--- src/rtl/core/lsppm_pkg.sv ---
// Shared types and constants for the log-curve gas sensor ppm converter and its testbench.
// No dependencies; imported by log_sensor_ppm_with_moving_average.
package lsppm_pkg;

	localparam int MV_W    = 12;
	localparam int SLOPE_W = 16;
	localparam int PPM_W   = 14;
	localparam int PROD_W  = MV_W + SLOPE_W;
	localparam int EXP_W   = PROD_W - 6 + 1;
	localparam int ACC_W   = 32;
	localparam int POW_W   = 30;
	localparam int FRAC_W  = 28;
	localparam int STEP_N  = 10;
	localparam int SCL_W   = 10;
	localparam int MDATA_W = 32;

	localparam logic [EXP_W-1:0] EXP_BASE = EXP_W'(2664);
	localparam logic [EXP_W-1:0] EXP_SAT  = EXP_W'(4096);
	localparam logic [PPM_W-1:0] PPM_MIN  = PPM_W'(400);
	localparam logic [PPM_W-1:0] PPM_MAX  = PPM_W'(10000);
	localparam logic [ACC_W-1:0] Q28_ONE  = ACC_W'(32'h1000_0000);
	localparam logic [SCL_W-1:0] SCALE_HI = SCL_W'(1000);
	localparam logic [SCL_W-1:0] SCALE_LO = SCL_W'(100);
	localparam logic [SLOPE_W-1:0] SLOPE_RST = SLOPE_W'(102);

	typedef enum logic {
		REG_ZERO_POINT = 1'b0,
		REG_SLOPE      = 1'b1
	} reg_idx_t;

	typedef enum logic [2:0] {
		ST_IDLE,
		ST_MUL,
		ST_POW,
		ST_SCALE,
		ST_SUM,
		ST_DIV,
		ST_OUT
	} state_t;

	// 10^(2^k/1024) in Q.28, rounded
	localparam logic [POW_W-1:0] POW10_Q28 [STEP_N] = '{
		30'd269039744, 30'd269645392, 30'd270860782, 30'd273308022, 30'd278269033,
		30'd288462842, 30'd309984429, 30'd357964434, 30'd477353244, 30'd848867446
	};

endpackage

--- src/rtl/core/log_sensor_ppm_with_moving_average.sv ---
// Top level: sensor mV to ppm through a log-linear curve, plus a moving average.
// Depends on lsppm_pkg; holds the sample ring as an internal memory.
//
//  channel  dir  fields (lowest bit up)
//  s_*      in   sample_mv[SAMPLE_BITS]
//  m_*      out  instant_ppm[14], average_ppm[14], window_full[1]
//  cfg_*    in   0: zero_point_mv[12], 1: slope_q16[16]
//
// Steps per item below the zero point: accept, 12 bit-serial multiply steps, 10
// power-of-ten steps, scale, sum, TW divider steps, output load; when the exponent
// saturates, one power step and no scale; at or above the zero point, only accept,
// sum, divider steps and output load. TW = clog2(10000*WINDOW+1), 18 at WINDOW = 16.
// The restoring divider yields one quotient bit per cycle; a new sample is taken only when idle.
// Reset clears control and the ring pointer; ring contents stay undefined.
// A result waiting in the output register does not block the next transfer in;
// the output load step holds until that register drains.
module log_sensor_ppm_with_moving_average #(
	parameter int WINDOW      = 16,
	parameter int SAMPLE_BITS = 12
) (
	input  logic                              clk,
	input  logic                              arst_n,
	input  logic                              s_tvalid,
	output logic                              s_tready,
	input  logic [((SAMPLE_BITS+7)/8)*8-1:0]  s_tdata,  // sample_mv
	output logic                              m_tvalid,
	input  logic                              m_tready,
	output logic [lsppm_pkg::MDATA_W-1:0]     m_tdata,  // instant_ppm, average_ppm, window_full
	input  logic                              cfg_we,
	input  logic                              cfg_index,
	input  logic [lsppm_pkg::SLOPE_W-1:0]     cfg_data
);
	import lsppm_pkg::*;

	localparam int CMP_W  = (SAMPLE_BITS > MV_W) ? SAMPLE_BITS : MV_W;
	localparam int SLOT_W = (WINDOW > 1) ? $clog2(WINDOW) : 1;
	localparam int CNT_W  = $clog2(WINDOW + 1);
	localparam int TOT_W  = $clog2(10000 * WINDOW + 1);
	localparam int DC_W   = $clog2(TOT_W + 1);
	localparam int STEP_W = (DC_W > 4) ? DC_W : 4;

	state_t state_q, state_d;

	logic [MV_W-1:0]    zero_q;
	logic [SLOPE_W-1:0] slope_q;

	logic [STEP_W-1:0]  step_q;
	logic [MV_W-1:0]    d_q;
	logic [PROD_W-1:0]  prod_q;
	logic [ACC_W-1:0]   acc_q;
	logic [PPM_W-1:0]   inst_q;
	logic [SLOT_W-1:0]  slot_q;
	logic               full_q;
	logic [TOT_W-1:0]   total_q;
	logic [TOT_W-1:0]   quo_q;
	logic [CNT_W-1:0]   rem_q;
	logic [CNT_W-1:0]   div_q;
	logic [PPM_W-1:0]   rd_q;

	logic               m_valid_q;
	logic [PPM_W-1:0]   m_inst_q;
	logic [PPM_W-1:0]   m_avg_q;
	logic               m_full_q;

	logic [PPM_W-1:0]   ring_mem [WINDOW];

	logic               s_fire;
	logic               ring_we;
	logic               out_load;
	logic [CMP_W-1:0]   mv_ext;
	logic [CMP_W-1:0]   zero_ext;
	logic               at_zero;
	logic [EXP_W-1:0]   exp_v;
	logic               exp_sat;
	logic [61:0]        pw_prod;
	logic [41:0]        sc_prod;
	logic [PPM_W-1:0]   ppm_raw;
	logic [PPM_W-1:0]   ppm_clamp;
	logic [TOT_W-1:0]   total_nxt;
	logic [CNT_W-1:0]   slot_inc;
	logic               slot_last;
	logic [CNT_W:0]     rem_sh;
	logic               rem_ge;
	logic [CNT_W:0]     rem_sub;

	assign s_fire   = s_tvalid && s_tready;
	assign mv_ext   = CMP_W'(s_tdata[SAMPLE_BITS-1:0]);
	assign zero_ext = CMP_W'(zero_q);
	assign at_zero  = mv_ext >= zero_ext;

	assign exp_v   = EXP_BASE + EXP_W'(prod_q[PROD_W-1:6]);
	assign exp_sat = exp_v >= EXP_SAT;
	assign pw_prod = 62'(acc_q) * 62'(POW10_Q28[step_q[3:0]]);
	assign sc_prod = 42'(acc_q) * 42'(exp_v[10] ? SCALE_HI : SCALE_LO);
	assign ppm_raw = sc_prod[41:28];

	always_comb begin
		if (ppm_raw < PPM_MIN) begin
			ppm_clamp = PPM_MIN;
		end else if (ppm_raw > PPM_MAX) begin
			ppm_clamp = PPM_MAX;
		end else begin
			ppm_clamp = ppm_raw;
		end
	end

	assign total_nxt = total_q - (full_q ? TOT_W'(rd_q) : '0) + TOT_W'(inst_q);
	assign slot_inc  = CNT_W'(slot_q) + CNT_W'(1);
	assign slot_last = slot_inc >= CNT_W'(WINDOW);

	assign rem_sh  = {rem_q, quo_q[TOT_W-1]};
	assign rem_ge  = rem_sh >= {1'b0, div_q};
	assign rem_sub = rem_sh - {1'b0, div_q};

	// configuration
	always_ff @(posedge clk or negedge arst_n) begin
		if (!arst_n) begin
			zero_q  <= '0;
			slope_q <= SLOPE_RST;
		end else if (cfg_we) begin
			unique case (reg_idx_t'(cfg_index))
				REG_ZERO_POINT: zero_q  <= cfg_data[MV_W-1:0];
				REG_SLOPE:      slope_q <= cfg_data;
				default: ;
			endcase
		end
	end

	always_ff @(posedge clk or negedge arst_n) begin
		if (!arst_n) begin
			state_q <= ST_IDLE;
		end else begin
			state_q <= state_d;
		end
	end

	always_comb begin
		state_d  = state_q;
		s_tready = 1'b0;
		ring_we  = 1'b0;
		out_load = 1'b0;
		unique case (state_q)
			ST_IDLE: begin
				s_tready = 1'b1;
				if (s_tvalid) begin
					state_d = at_zero ? ST_SUM : ST_MUL;
				end
			end
			ST_MUL: begin
				if (step_q == STEP_W'(MV_W - 1)) begin
					state_d = ST_POW;
				end
			end
			ST_POW: begin
				if (exp_sat) begin
					state_d = ST_SUM;
				end else if (step_q == STEP_W'(STEP_N - 1)) begin
					state_d = ST_SCALE;
				end
			end
			ST_SCALE: state_d = ST_SUM;
			ST_SUM: begin
				ring_we = 1'b1;
				state_d = ST_DIV;
			end
			ST_DIV: begin
				if (step_q == STEP_W'(TOT_W - 1)) begin
					state_d = ST_OUT;
				end
			end
			ST_OUT: begin
				if (!m_valid_q || m_tready) begin
					out_load = 1'b1;
					state_d  = ST_IDLE;
				end
			end
			default: state_d = ST_IDLE;
		endcase
	end

	// control counters and ring state
	always_ff @(posedge clk or negedge arst_n) begin
		if (!arst_n) begin
			step_q  <= '0;
			slot_q  <= '0;
			full_q  <= 1'b0;
			total_q <= '0;
		end else begin
			if (state_q != state_d) begin
				step_q <= '0;
			end else begin
				step_q <= step_q + STEP_W'(1);
			end
			if (ring_we) begin
				total_q <= total_nxt;
				slot_q  <= slot_last ? '0 : slot_inc[SLOT_W-1:0];
				full_q  <= full_q | slot_last;
			end
		end
	end

	// datapath
	always_ff @(posedge clk) begin
		unique case (state_q)
			ST_IDLE: begin
				if (s_fire) begin
					d_q    <= MV_W'(zero_ext - mv_ext);
					prod_q <= '0;
					acc_q  <= Q28_ONE;
					inst_q <= PPM_MIN;
				end
			end
			ST_MUL: begin
				prod_q <= {prod_q[PROD_W-2:0], 1'b0} +
					(d_q[MV_W-1] ? PROD_W'(slope_q) : '0);
				d_q    <= {d_q[MV_W-2:0], 1'b0};
			end
			ST_POW: begin
				if (exp_sat) begin
					inst_q <= PPM_MAX;
				end else if (exp_v[step_q[3:0]]) begin
					acc_q <= pw_prod[59:28];
				end
			end
			ST_SCALE: inst_q <= ppm_clamp;
			ST_SUM: begin
				quo_q <= total_nxt;
				rem_q <= '0;
				div_q <= full_q ? CNT_W'(WINDOW) : slot_inc;
			end
			ST_DIV: begin
				quo_q <= {quo_q[TOT_W-2:0], rem_ge};
				rem_q <= rem_ge ? rem_sub[CNT_W-1:0] : rem_sh[CNT_W-1:0];
			end
			default: ;
		endcase
	end

	always_ff @(posedge clk) begin
		if (ring_we) begin
			ring_mem[slot_q] <= inst_q;
		end
		rd_q <= ring_mem[slot_q];
	end

	// output register
	always_ff @(posedge clk or negedge arst_n) begin
		if (!arst_n) begin
			m_valid_q <= 1'b0;
		end else if (out_load) begin
			m_valid_q <= 1'b1;
		end else if (m_tready) begin
			m_valid_q <= 1'b0;
		end
	end

	always_ff @(posedge clk) begin
		if (out_load) begin
			m_inst_q <= inst_q;
			m_avg_q  <= quo_q[PPM_W-1:0];
			m_full_q <= full_q;
		end
	end

	assign m_tvalid = m_valid_q;
	assign m_tdata  = MDATA_W'({m_full_q, m_avg_q, m_inst_q});

endmodule

--- config.mk ---
export PLATFORM = sky130hd
export DESIGN_NAME = log_sensor_ppm_with_moving_average
export DESIGN_NICKNAME = d
export VERILOG_FILES = /design/src/rtl/core/lsppm_pkg.sv /design/src/rtl/core/log_sensor_ppm_with_moving_average.sv
export SDC_FILE = /design/constraint.sdc
export NUM_CORES = 2
export LEC_CHECK = 0
export BUFFER_PORTS_ARGS = -buffer_cell sky130_fd_sc_hd__buf_4
export CAP_MARGIN = 20
export CELL_PAD_IN_SITES_DETAIL_PLACEMENT = 1
export CELL_PAD_IN_SITES_GLOBAL_PLACEMENT = 1
export CORE_MARGIN = 1.5
export CORE_UTILIZATION = 48
export CTS_BUF_LIST = sky130_fd_sc_hd__clkbuf_16
export DETAILED_ROUTE_END_ITERATION = 6
export GPL_TIMING_DRIVEN = 0
export PLACE_DENSITY = 0.84
export SLEW_MARGIN = 20
export SYNTH_ARGS = -nofsm -noshare
export SYNTH_HDL_FRONTEND = slang
export SYNTH_SLANG_ARGS = --single-unit
--- constraint.sdc ---
create_clock -name clk -period 8.9 [get_ports clk]
set_input_delay 1.78 -clock clk [delete_from_list [all_inputs] [get_ports clk]]
set_output_delay 1.78 -clock clk [all_outputs]
set_load 0.01 [all_outputs]
* Word-level counts from Yosys, hierarchy flattened
Memories as Yosys holds them, arrays and structs flattened. A register that Yosys moved wholly into a read port is not among the register bits.
Cells that the tools add are included.
** Word-level totals
- Register bits after elaboration :: 203
- Latch bits :: 0
- Bits in writable memories :: 224
- Memory bits (read-only) :: 480
- Logic and storage cells :: 110
- Memories :: 2
** Cells by class
- Add/subtract/negate cells :: 8
- $mul :: 2
- Divide/modulo/power cells :: 0
- $lt $le $gt $ge :: 8
- Equal/unequal tests :: 14
- Shifts and indexed selects :: 0
- Mux-type cells :: 41
- Bitwise logic cells :: 3
- Reduce and logical (&&, ||, !) cells :: 14
** Memory list
- (name not given) :: depth 16, bits a word 30, read ports 1, clocked after memory_dff 0, wr ports 0, line log_sensor_ppm_with_moving_average.sv:93 : assign pw_prod = 62'(acc_q) * 62'(POW10_Q28[step_q[3:0]]);
- ring_mem :: depth 16, bits a word 14, read ports 1, clocked after memory_dff 1, wr ports 1, line log_sensor_ppm_with_moving_average.sv:65 : logic [PPM_W-1:0] ring_mem [WINDOW];
** Operator list (count)
- $mux 32 :: 3
- $mux 14 :: 5
- $pmux 32 s2 :: 1
- $mul 32x30->60 :: 1
- $mux 30 :: 2
- $pmux 28 s2 :: 1
- $mul 32x10->42 :: 1
- $pmux 14 s3 :: 1
- $pmux 18 s2 :: 1
- $add 28x16->28 :: 1
- $mux 28 :: 1
- $pmux 12 s2 :: 1
- $add 12x22->23 const A :: 1
- $ge 23x13->1 const B :: 1
- $mux 3 :: 7
- $pmux 3 s7 :: 1
- $add 18x14->18 :: 1
- $sub 18x14->18 :: 1
- $mux 16 :: 1
- $gt 14x14->1 const B :: 1
- $lt 14x9->1 const B :: 1
- $ge 12x12->1 :: 1
- $mux 12 :: 1
- $sub 12x12->12 :: 1
- other kinds (31) :: 53

* Depth between registers and ports, before layout
- Word-level depth :: 8
- Mapped depth :: 33
- Depth with buffers taken out :: 31

* Worst setup path before layout
Ideal clock, no wire load.
- Kind :: flip-flop to flip-flop
- From :: register step_q[0]
- To :: register acc_q[31], data pin
- Library setup time :: 0.264 ns
- Arrival time :: 8.407 ns
- Setup slack :: 0.229 ns
- Stages on the path, launching flop included :: 34
- Buffers on the path :: 3
- Clock period less this slack :: 8.671 ns
- Cells stage by stage :: dfrtp_1 > clkinv_1 > clkbuf_1 > ha_1 > inv_1 > o21ai_1 > a21oi_1 > nor2_1 > clkbuf_1 > nand2_1 > fa_1 > inv_1 > fa_1 > inv_1 > fa_1 > inv_1 > fa_1 > inv_1 > fa_1 > fa_1 > inv_1 > fa_1 > fa_1 > ha_1 > clkbuf_1 > nand3_1 > nor3_1 > o211ai_1 > o32ai_1 > o211ai_1 > a21oi_1 > nor4b_1 > nor3_1 > nand3b_1
** Between the ends
- Longest elaborated chain between the ends :: 8
** RTL lines
- start, declared :: line log_sensor_ppm_with_moving_average.sv:47 : logic [STEP_W-1:0] step_q;
- start signal, assigned :: line log_sensor_ppm_with_moving_average.sv:192 : step_q <= step_q + STEP_W'(1);
- $not 4->5 (implied by the code) :: line log_sensor_ppm_with_moving_average.sv:93
- $mem_v2 16x30
- $mux 30 (implied by the code) (2 in series) :: line log_sensor_ppm_with_moving_average.sv:93
- $mul 32x30->60 :: line log_sensor_ppm_with_moving_average.sv:93
- $mux 32 :: line log_sensor_ppm_with_moving_average.sv:221 : end else if (exp_v[step_q[3:0]]) begin
- $mux 32 :: line log_sensor_ppm_with_moving_average.sv:219 : if (exp_sat) begin
- $pmux 32 s2 :: line log_sensor_ppm_with_moving_average.sv:204 : unique case (state_q)
- end signal, assigned :: line log_sensor_ppm_with_moving_average.sv:222 : acc_q <= pw_prod[59:28];
- end, declared :: line log_sensor_ppm_with_moving_average.sv:50 : logic [ACC_W-1:0] acc_q;
No other way between the ends. The select of a mux whose other input is x is not followed.
A chain may end at the register's enable or synchronous reset.

* Worst setup path after layout
- From :: register step_q[0]
- To :: register acc_q[26], data pin
The elaborated chain is that of the path after synthesis.

==> impl_metrics.toml <==
[sta]
holdWs_ps = 455.6
setup_viol = 8
grt_setup_unrepaired = "yes"
setup_slack_ps = -120.6
fin_worst_skew_ps = 63.29
max-slew-margin-rel_pct = 15.83
fin_crit_ps = 9021
post-route-period-util_pct = 101.4
timing.final.hold_violations = 0
fmax_ghz = 0.1109
tightest_slew_ps = 1263
slew_viol_final = 0

[layout]
nets = 7356
drive_gt1_share_pct = 9.675
fillers = 13170
regArea_sq_um = 12810
area_delta_synth_final_pct = 10.23
final_cells = 7501
multi_input_area_sq_um = 39820
postLayoutCoreUtil_pct = 53.49

[setup_path]
slowest_stage = "fa_1"
worstSetupStartpointType = "flip-flop"
cp.arrival_ps = 9390
crit_top_cell = "fa_1"
crit_path_end_kind = "flip-flop"
cp.required_ps = 9270
crit_type = "flip-flop to flip-flop"
cpPeakStageDelay_ps = 610
path_max_fanout = 7

[detailed_routing]
drtAntennaViolNets = 0
wl_um = 204300
wire_per_inst_um = 27.24
vias = 44440
drt_first_iter_violations = 3984
drc_errors = 0
first_pass_iters = 6
vias_per_cell = 5.924

[clock_tree]
cts_buffers = 44
cts.sinks = 441
clk_pin_slew_worst_paths_ps = 70
cts_hold_buf = 0
cts_tree = "built"
clk_path_buf_depth = 3
clock-root-buffer = "clkbuf_16"
insertion_delay_ps = 650
htree_levels = 2

[floorplan]
die_area_sq_um = 121600
row_count = 126
coreArea_sq_um = 118200
num_io_pins = 72
dieHeight_um = 348.7
die_w_um = 348.7
start_util_pct = 48.52

[place]
io_buffer_count = 64
dp.cells = 7352
place_congestion = 0.9860
hpwl_um = 159000

[logic_synthesis]
synth_seq_cells = 441
synth_xor_area_share_pct = 1.939
synth_compound_area_share_pct = 5.701
syn_inst = 5710
yosysWarnings = 0
synthAdderAreaFrac_pct = 43.43
yosysSeqAreaShare_pct = 22.32
synth_top_flop_cell = "edfxtp_1"
synth_top_family_by_area = "adder cells"
ys_types = 93
synth_edf_count = 367
synth.avg_cell_area_sq_um = 10.05
synth_area_sq_um = 57370
async_reset_ff_share_pct = 13.61
synth-simple-area-share_pct = 13.53
synth_mux_area_share_pct = 3.435

[flow_run]
maxCapViolations = 0

[outcome]
violations = "negative setup slack"
status = "finished with violations"

[global_route]
gr-total-overflow = 0
grt_pass1_vias = 49020
grt_pass1_wl_um = 299400
antenna_found_initial = 14
grt_use_total_pct = 32.96
grt_max_degree = 61

[hold_path]
min_path_type = "flip-flop to flip-flop"
-- timing repair --
action | 4_1_cts | 5_1_grt
endpoints found under the setup margin | 32 | 26
pin swaps | 20 | 54
gates cloned | 0 | 1
resized for setup | 194 | 203
buffers inserted | 34 | 45
-- sequential cells by signal, summed over array words and instances (netlist names) --
name and cells:
ring_mem 224, acc_q 32, prod_q 28, quo_q 18, total_q 18, slope_q 16
inst_q 14, m_avg_q 14, m_inst_q 14, rd_q 14, d_q 12, zero_ext 12
div_q 5, rem_q 5, step_q 5, slot_q 4, state_q 3, full_q 1
m_full_q 1, m_tvalid 1
-- per-layer routing --
layer | vias to the layer above | GRT usage (%) | wire (um)
met4 | 12 | 18.60 | 14640
li1 | 18290 | - | -
met3 | 716 | 6.222 | 17830
met1 | 23170 | 39.75 | 73540
met5 | - | 0 | 81
met2 | 2250 | 55.51 | 98240
-- critical path, delay by kind of cell, from the launching register on --
family                     cells  cell delay (ps)
buffers and inverters          9             1230
and+or+nand+nor                6             1010
AOI/OAI and AO/OA              7             1430
adders and majority gates     10             4670
DFF                            1              440
-- synth_stat cells (14+ instances only) --
library cell	count	area share [%]
a211oi_1	25	0.33
a21o_1	62	0.81
a21oi_1	143	1.2
and2_1	280	3.1
and3_1	103	1.1
clkbuf_1	279	1.8
dfrtp_1	56	2.4
dfxtp_1	14	0.49
edfxtp_1	367	19
fa_1	977	34
ha_1	413	9.0
inv_1	1159	7.6
maj3_1	19	0.33
mux2_2	29	0.57
mux4_2	71	2.8
nand2_1	862	5.6
nand2b_1	24	0.26
nand3_1	46	0.40
nand4_1	22	0.24
nor2_1	162	1.1
nor2b_1	20	0.22
nor3_1	54	0.47
o21a_1	20	0.26
o21ai_0	123	1.1
o31ai_1	14	0.18
or3_1	18	0.20
xnor2_1	64	0.98
xor2_1	63	0.96
-- final cells by class --
type	count	area share, %
antenna	1	0.003957
buffer	288	2.342
clock buffer	44	1.741
clock inverter	38	0.5223
inverter	1163	6.928
multi-input combinational	3835	62.96
sequential	441	20.26
tap	1536	3.039
timing repair buffer	155	2.208
-- cell usage in the layout, fill, tap and decap left out, types with 24 or more instances in the layout --
cell | synthesis | routed
inv_1 | 1159 | 1163
fa_1 | 977 | 972
nand2_1 | 862 | 854
ha_1 | 413 | 393
edfxtp_1 | 367 | 367
and2_1 | 280 | 278
clkbuf_1 | 279 | 159
nor2_1 | 162 | 152
buf_4 | 4 | 139
a21oi_1 | 143 | 131
o21ai_0 | 123 | 114
and3_1 | 103 | 102
mux4_2 | 71 | 71
clkbuf_2 | 0 | 66
xnor2_1 | 64 | 64
xor2_1 | 63 | 63
a21o_1 | 62 | 61
dfrtp_1 | 56 | 53
nor3_1 | 54 | 49
clkbuf_16 | 0 | 45
nand3_1 | 46 | 44
conb_1 | 2 | 33
mux2_2 | 29 | 29
nand2b_1 | 24 | 24
-- per-stage QoR --
step	cell area, sq um	setup TNS (ps)	worst slack, ps
2_1_floorplan	57490	0	229.4
3_3_place_gp	59890	-93120	-3794
3_5_place_dp	60120	-69980	-3139
4_1_cts	62390	0	24.47
5_1_grt	63240	-2359	-249.1
6_report	63250	-450.9	-120.6
-- kinds of logic (layout without fill, tap and decap cells) --
kind of cell / after synthesis / count (layout)
other: 2 / 34
XOR/XNOR: 127 / 127
buffers and inverters: 1465 / 1688
flip-flops: 441 / 441
multiplexers: 104 / 104
AND/OR/NAND/NOR: 1652 / 1652
AO/OA/AOI/OAI: 510 / 510
adder cells (fa/ha/maj): 1409 / 1409
-- final timing paths --
kind / from / end / slack (ps) / cells after the start
worst max-delay path: step_q[0] / acc_q[26] / -120 / 32
worst min-delay path: quo_q[0] / m_avg_q[0] / 460 / 0
worst max register to register: step_q[0] / acc_q[26] / -120 / 32
worst min register to register: quo_q[0] / m_avg_q[0] / 460 / 0
max in group asynchronous: arst_n / step_q[3] / 6900 / 1
min in group asynchronous: arst_n / slot_q[0] / 1270 / 1
Power is not shown: default switching activity piles up to over one toggle a cycle in this logic, so the estimate is an artifact.
